<file path="src/sv/mexp_pkg.sv">
// Shared width, types and control structs for the modular exponentiation block.
`default_nettype none
package mexp_pkg;

  localparam int WIDTH = 32;
  localparam int CNT_W = $clog2(WIDTH);

  typedef logic [WIDTH-1:0] word_t;

  typedef struct packed {
    logic  start;
    word_t x;
    word_t y;
  } mul_req_t;

  typedef struct packed {
    logic  busy;
    logic  done;
    word_t result;
  } mul_resp_t;

endpackage
`default_nettype wire

</file>
<file path="src/sv/modular_exponentiation_unit.sv">
// Top level: base^exponent mod modulus by right-to-left square and multiply.
//
// Configuration: cfg_we writes cfg_data into register cfg_index
// (0 = modulus, 1 = exponent); both reset to 1. Write only while idle.
// Input: one beat on s_* carries one base. s_tready is high while the
// sequencer is idle, also while a finished residue still waits on m_*.
// Output: one beat on m_* carries the residue; m_tdata holds while
// m_tvalid is high and m_tready is low, and the sequencer waits for the
// output register before finishing the next item.
// Sequence: the base is first reduced mod n (RED), then each exponent bit
// up to the highest one takes a STEP, plus one multiply (MULP) if it is
// set and one squaring (MULS) unless it is the last, each in the shared
// bit-serial multiplier, and FIN loads the output. An exponent of zero or
// a modulus of zero goes from the input beat straight to FIN.
// One item is in work at a time.
// Reset: synchronous, clears the sequencer and the output valid and sets
// both configuration registers to 1.
`default_nettype none
module modular_exponentiation_unit (
  input  wire logic        clk,
  input  wire logic        rst,
  input  wire logic        cfg_we,
  input  wire logic        cfg_index,
  input  wire logic [31:0] cfg_data,
  input  wire logic        s_tvalid,
  output logic             s_tready,
  input  wire logic [31:0] s_tdata,   // [31:0] base_value
  output logic             m_tvalid,
  input  wire logic        m_tready,
  output logic [31:0]      m_tdata    // [31:0] residue
);

  localparam logic CFG_MODULUS  = 1'b0;
  localparam logic CFG_EXPONENT = 1'b1;

  typedef enum logic [2:0] {
    IDLE,
    RED,
    STEP,
    MULP,
    MULS,
    FIN
  } state_t;

  state_t              state;
  logic [31:0]         modulus;
  logic [31:0]         exponent;
  mexp_pkg::word_t     n;
  mexp_pkg::word_t     e;
  mexp_pkg::word_t     power;
  mexp_pkg::word_t     prod;
  logic [31:0]         res;
  mexp_pkg::mul_req_t  req;
  mexp_pkg::mul_resp_t resp;
  mexp_pkg::word_t     e_shift;
  mexp_pkg::word_t     in_n;
  mexp_pkg::word_t     in_e;
  logic                start_next;

  assign e_shift  = e >> 1;
  assign in_n     = mexp_pkg::word_t'(modulus);
  assign in_e     = mexp_pkg::word_t'(exponent);
  assign s_tready = (state == IDLE);

  always_ff @(posedge clk) begin
    if (rst) begin
      modulus  <= 32'd1;
      exponent <= 32'd1;
    end else if (cfg_we) begin
      case (cfg_index)
        CFG_MODULUS:  modulus  <= cfg_data;
        CFG_EXPONENT: exponent <= cfg_data;
        default:      ;
      endcase
    end
  end

  mexp_mulmod u_mul (
    .clk  (clk),
    .rst  (rst),
    .n    (n),
    .req  (req),
    .resp (resp)
  );

  always_comb begin
    case (state)
      IDLE:    start_next = s_tvalid && (in_e != '0) && (in_n != '0);
      STEP:    start_next = e[0] || (e_shift != '0);
      MULP:    start_next = resp.done && (e_shift != '0);
      default: start_next = 1'b0;
    endcase
  end

  always_ff @(posedge clk) begin
    if (rst) begin
      state     <= IDLE;
      m_tvalid  <= 1'b0;
      req.start <= 1'b0;
    end else begin
      req.start <= start_next;
      if (m_tvalid && m_tready && state != FIN) begin
        m_tvalid <= 1'b0;
      end
      case (state)
        IDLE: begin
          if (s_tvalid) begin
            n <= in_n;
            e <= in_e;
            if (in_e == '0) begin
              res   <= 32'd1;
              state <= FIN;
            end else if (in_n == '0) begin
              res   <= 32'd0;
              state <= FIN;
            end else begin
              req.x     <= (in_n == mexp_pkg::word_t'(1)) ? '0 : mexp_pkg::word_t'(1);
              req.y     <= mexp_pkg::word_t'(s_tdata);
              state     <= RED;
            end
          end
        end
        RED: begin
          if (resp.done) begin
            power <= resp.result;
            prod  <= (n == mexp_pkg::word_t'(1)) ? '0 : mexp_pkg::word_t'(1);
            state <= STEP;
          end
        end
        STEP: begin
          if (e[0]) begin
            req.x     <= prod;
            req.y     <= power;
            state     <= MULP;
          end else begin
            e <= e_shift;
            if (e_shift != '0) begin
              req.x     <= power;
              req.y     <= power;
              state     <= MULS;
            end else begin
              res   <= 32'(prod);
              state <= FIN;
            end
          end
        end
        MULP: begin
          if (resp.done) begin
            prod <= resp.result;
            e    <= e_shift;
            if (e_shift != '0) begin
              req.x     <= power;
              req.y     <= power;
              state     <= MULS;
            end else begin
              res   <= 32'(resp.result);
              state <= FIN;
            end
          end
        end
        MULS: begin
          if (resp.done) begin
            power <= resp.result;
            state <= STEP;
          end
        end
        FIN: begin
          if (!m_tvalid || m_tready) begin
            m_tdata  <= res;
            m_tvalid <= 1'b1;
            state    <= IDLE;
          end
        end
        default: state <= IDLE;
      endcase
    end
  end

`ifndef SYNTHESIS
  a_idle_mul_free: assert property (@(posedge clk) disable iff (rst)
    (state == IDLE) |-> !resp.busy)
    else $error("multiplier busy while sequencer idle");

  a_start_when_free: assert property (@(posedge clk) disable iff (rst)
    req.start |-> !resp.busy)
    else $error("multiply started while multiplier busy");

  a_done_in_wait: assert property (@(posedge clk) disable iff (rst)
    resp.done |-> (state == RED || state == MULP || state == MULS))
    else $error("multiply finished outside a wait state");
`endif

endmodule
`default_nettype wire

</file>
<file path="src/sv/mexp_mulmod.sv">
// Bit-serial modular multiplier: one multiplier bit per cycle, MSB first.
`default_nettype none
module mexp_mulmod (
  input  wire logic                clk,
  input  wire logic                rst,
  input  wire mexp_pkg::word_t     n,
  input  wire mexp_pkg::mul_req_t  req,
  output mexp_pkg::mul_resp_t      resp
);

  // (a + b) mod n for a, b < n
  function automatic mexp_pkg::word_t add_mod(input mexp_pkg::word_t a,
                                              input mexp_pkg::word_t b,
                                              input mexp_pkg::word_t m);
    logic [mexp_pkg::WIDTH:0] s;
    s = {1'b0, a} + {1'b0, b};
    if (s >= {1'b0, m}) begin
      s = s - {1'b0, m};
    end
    return mexp_pkg::word_t'(s);
  endfunction

  mexp_pkg::word_t            acc;
  mexp_pkg::word_t            acc_next;
  mexp_pkg::word_t            x;
  mexp_pkg::word_t            y;
  logic [mexp_pkg::CNT_W-1:0] cnt;
  logic                       busy;
  logic                       done;

  always_comb begin
    acc_next = add_mod(acc, acc, n);
    if (y[mexp_pkg::WIDTH-1]) begin
      acc_next = add_mod(acc_next, x, n);
    end
  end

  always_ff @(posedge clk) begin
    if (rst) begin
      busy <= 1'b0;
      done <= 1'b0;
      cnt  <= '0;
    end else if (busy) begin
      acc <= acc_next;
      y   <= y << 1;
      cnt <= cnt + mexp_pkg::CNT_W'(1);
      if (cnt == mexp_pkg::CNT_W'(mexp_pkg::WIDTH - 1)) begin
        busy <= 1'b0;
        done <= 1'b1;
      end else begin
        done <= 1'b0;
      end
    end else begin
      done <= 1'b0;
      if (req.start) begin
        acc  <= '0;
        x    <= req.x;
        y    <= req.y;
        cnt  <= '0;
        busy <= 1'b1;
      end
    end
  end

  assign resp.busy   = busy;
  assign resp.done   = done;
  assign resp.result = acc;

endmodule
`default_nettype wire

</file>
<file path="config.mk">
export PLATFORM = sky130hd
export DESIGN_NAME = modular_exponentiation_unit
export DESIGN_NICKNAME = d
export VERILOG_FILES = /design/src/sv/mexp_pkg.sv /design/src/sv/modular_exponentiation_unit.sv /design/src/sv/mexp_mulmod.sv
export SDC_FILE = /design/constraint.sdc
export NUM_CORES = 1
export LEC_CHECK = 0
export BUFFER_PORTS_ARGS = -buffer_cell sky130_fd_sc_hd__buf_4
export CAP_MARGIN = 40
export CORE_UTILIZATION = 55
export DETAILED_ROUTE_END_ITERATION = 7
export PLACE_DENSITY_LB_ADDON = 0.08
export SYNTH_ARGS = -nofsm -noshare
export SYNTH_HDL_FRONTEND = slang
export SYNTH_HIERARCHICAL = 1
export SYNTH_SLANG_ARGS = --single-unit
</file>
<file path="constraint.sdc">
create_clock -name clk -period 9 [get_ports clk]
set_clock_uncertainty 0.15 [all_clocks]
set_input_delay 0.45 -clock clk [delete_from_list [all_inputs] [get_ports clk]]
set_output_delay 0.45 -clock clk [all_outputs]
set_load 0.01 [all_outputs]
</file>
==> results.sh <==
export IMPL_antenna_found_initial=0
export IMPL_period_needed_ns=8.73
export IMPL_critPathMaxFanout=9
export IMPL_finalCritPeriodShare_pct=97.0
export IMPL_holdCritPathClass="input pin to register"
export IMPL_dieWidth_um=207
export IMPL_num_nets_final=2391
export IMPL_top_layer_used="met4"
export IMPL_slew_headroom_pct=31.0
export IMPL_worst_setup_path_end_kind="register"
export IMPL_wl_met2_mm=29.1
export IMPL_final_cells=2791
export IMPL_cp_required_ns=9.18
export IMPL_antennaDiodeCount=0
export IMPL_timing_worst_slew_pin_value_ns=1.01
export IMPL_mostFrequentLayoutCells="352 x edfxtp_1, 251 x nand2_1, 188 x a21oi_1"
export IMPL_rsz0062_at_grt="no"
export IMPL_dp_cells=2660
export IMPL_crit_arrival_ns=8.90
export IMPL_layout_drive_gt1_share_pct=14.2
export IMPL_endpoint="u_mul/acc[18]"
export IMPL_cts_sinks=428
export IMPL_cap_violations=0
export IMPL_port_buffers=103
export IMPL_reg2reg_to="u_mul/acc[18]"
export IMPL_ys_warn_count=6
export IMPL_wl_met1_mm=29.0
export IMPL_route_met3_wl_mm=4.34
export IMPL_violations="design-rule violations"
export IMPL_floorplan_die_area_um2=42800
export IMPL_io_pins=104
export IMPL_n_fill_cell=3215
export IMPL_fmax_ghz=0.115
export IMPL_register_area_um2=12100
export IMPL_power_density_nw_per_um2=232
export IMPL_slew_viol_final=0
export IMPL_h_tree_depth=2
export IMPL_power_leakage_nw=9.97
export IMPL_grtUsageTotal_pct=29.6
export IMPL_max_stage_delay_ns=0.51
export IMPL_first_iter_violations=1644
export IMPL_grt_pass1_wl_mm=95.6
export IMPL_area_growth_pct=14.7
export IMPL_netlist_area_um2=23100
export IMPL_grt_max_degree=84
export IMPL_multi_input_area_um2=10300
export IMPL_gp_congestion=0.998
export IMPL_rrSetupSlack_ns=0.27
export IMPL_synth_avg_cell_area_um2=11.0
export IMPL_viasPerCell=6.18
export IMPL_criticalPathCategory="register to register"
export IMPL_cp_slowest_cell="edfxtp_1"
export IMPL_vias=17300
export IMPL_drt_pass1_iterations=8
export IMPL_setup_viol_count_final=0
export IMPL_status="complete, but fails checks"
export IMPL_core_area_um2=41100
export IMPL_wirelength_mm=63.5
export IMPL_clk_pin_slew_ns=0.06
export IMPL_synthesis_nets=2274
export IMPL_ant_nets=0
export IMPL_cts_buffer_depth=3
export IMPL_die_h_um=207
export IMPL_drc_errors=6
export IMPL_grt_overflow=0
export IMPL_insertion_delay_ns=0.58
export IMPL_cts_root_buf="clkbuf_16"
export IMPL_peakVddDrop_v=0.000157
export IMPL_cts_buffers=47
export IMPL_worstSetupStartpoint="u_mul/acc[5]"
export IMPL_cp_common_cell="a21o_1"
export IMPL_start_kind="register"
export IMPL_hold_viol_final=0
export IMPL_cts_tree="yes"
export IMPL_grt_pass1_vias=16400
export IMPL_rr_startpoint="u_mul/acc[5]"
export IMPL_rr_worst_depth=29
export IMPL_postSynthCellCount=2103
export IMPL_post_drt_wl_per_cell_um=22.8
export IMPL_start_util_pct=56.1
export IMPL_mostFrequentLayoutCell="edfxtp_1"
export IMPL_num_rows=74
export IMPL_fin_tns_setup_ns=0
export IMPL_dpl_hpwl_mm=45.8
-- flip-flops by register name, summed over array words and instances, names as in the netlist --
signal and count:
u_mul/acc 32, u_mul/cnt 5, e 32, power 32
state 3, u_mul/busy 1, m_tvalid 1, u_mul/y 32
u_mul/x 32, prod 32, in_n 32, u_mul/done 1
req 65, res 32, n 32, exponent 32
m_tdata 32
-- metrics by stage --
step           util (%)  setup WS, ns  cell area [µm²]  hold slack [ns]  total power, mW
2_1_floorplan         -          2.03            23100            0.250             3.63
3_3_place_gp       59.1         0.263            24300            0.252             4.10
3_5_place_dp       59.4         0.316            24400            0.255             4.11
4_1_cts            64.4         0.257            26500          0.00310             6.13
5_1_grt            64.4        0.0188            26500           0.0112             6.39
6_report           64.4         0.274            26500           0.0249             6.14
-- repair_timing --
action                                 4_1_cts  5_1_grt
buffers inserted                             0        0
endpoints found under the hold margin       66        0
gates resized for setup                      0        1
setup endpoints to repair                    0        3
hold buffers                                43        0
-- report_power, final --
group | internal (mW) | switching, mW
logic | 0.732 | 1.13
registers | 2.22 | 0.0563
clock network | 1.21 | 0.796
total | 4.16 | 1.98
-- layout make-up --
| class | count | area share, % |
|---|---|---|
| repair buffers | 179 | 5.81 |
| multi-input cells | 1502 | 39.0 |
| clock inverters | 23 | 1.11 |
| flip-flops and latches | 428 | 45.7 |
| clock buffers | 65 | 5.02 |
| well taps | 532 | 2.51 |
| inverters | 62 | 0.879 |
-- worst min-delay path by stage --
| stage | from | end | slack, ns | cells past startpoint |
|---|---|---|---|---|
| finish | s_tdata[15] | req[15] | 0.02 | 3 |
| global route | s_tdata[30] | req[30] | 0.01 | 3 |
| CTS | s_tdata[15] | req[15] | 0.003 | 3 |
| detailed placement | res[13] | m_tdata[13] | 0.26 | 0 |
| global placement | res[21] | m_tdata[21] | 0.25 | 0 |
| floorplan | res[0] | m_tdata[0] | 0.25 | 0 |
-- layer usage --
layer / up-vias / GRT usage (%)
met4: 0 / 6.28
met1: 8434 / 43.1
met2: 628 / 47.3
met3: 76 / 4.19
li1: 8114 / -
met5: - / 0
-- worst max-delay path: cells and delay by family, from the launching register on --
| kind | cells | cell delay [ns] |
|---|---|---|
| AOI/OAI and AO/OA | 16 | 3.72 |
| and+or+nand+nor | 5 | 1.70 |
| adders and majority gates | 3 | 1.17 |
| muxes | 2 | 0.58 |
| DFF | 1 | 0.51 |
| xor gates and xnor gates | 1 | 0.34 |
| buffers and inverters | 2 | 0.30 |
(Power assumes the default switching activity.)
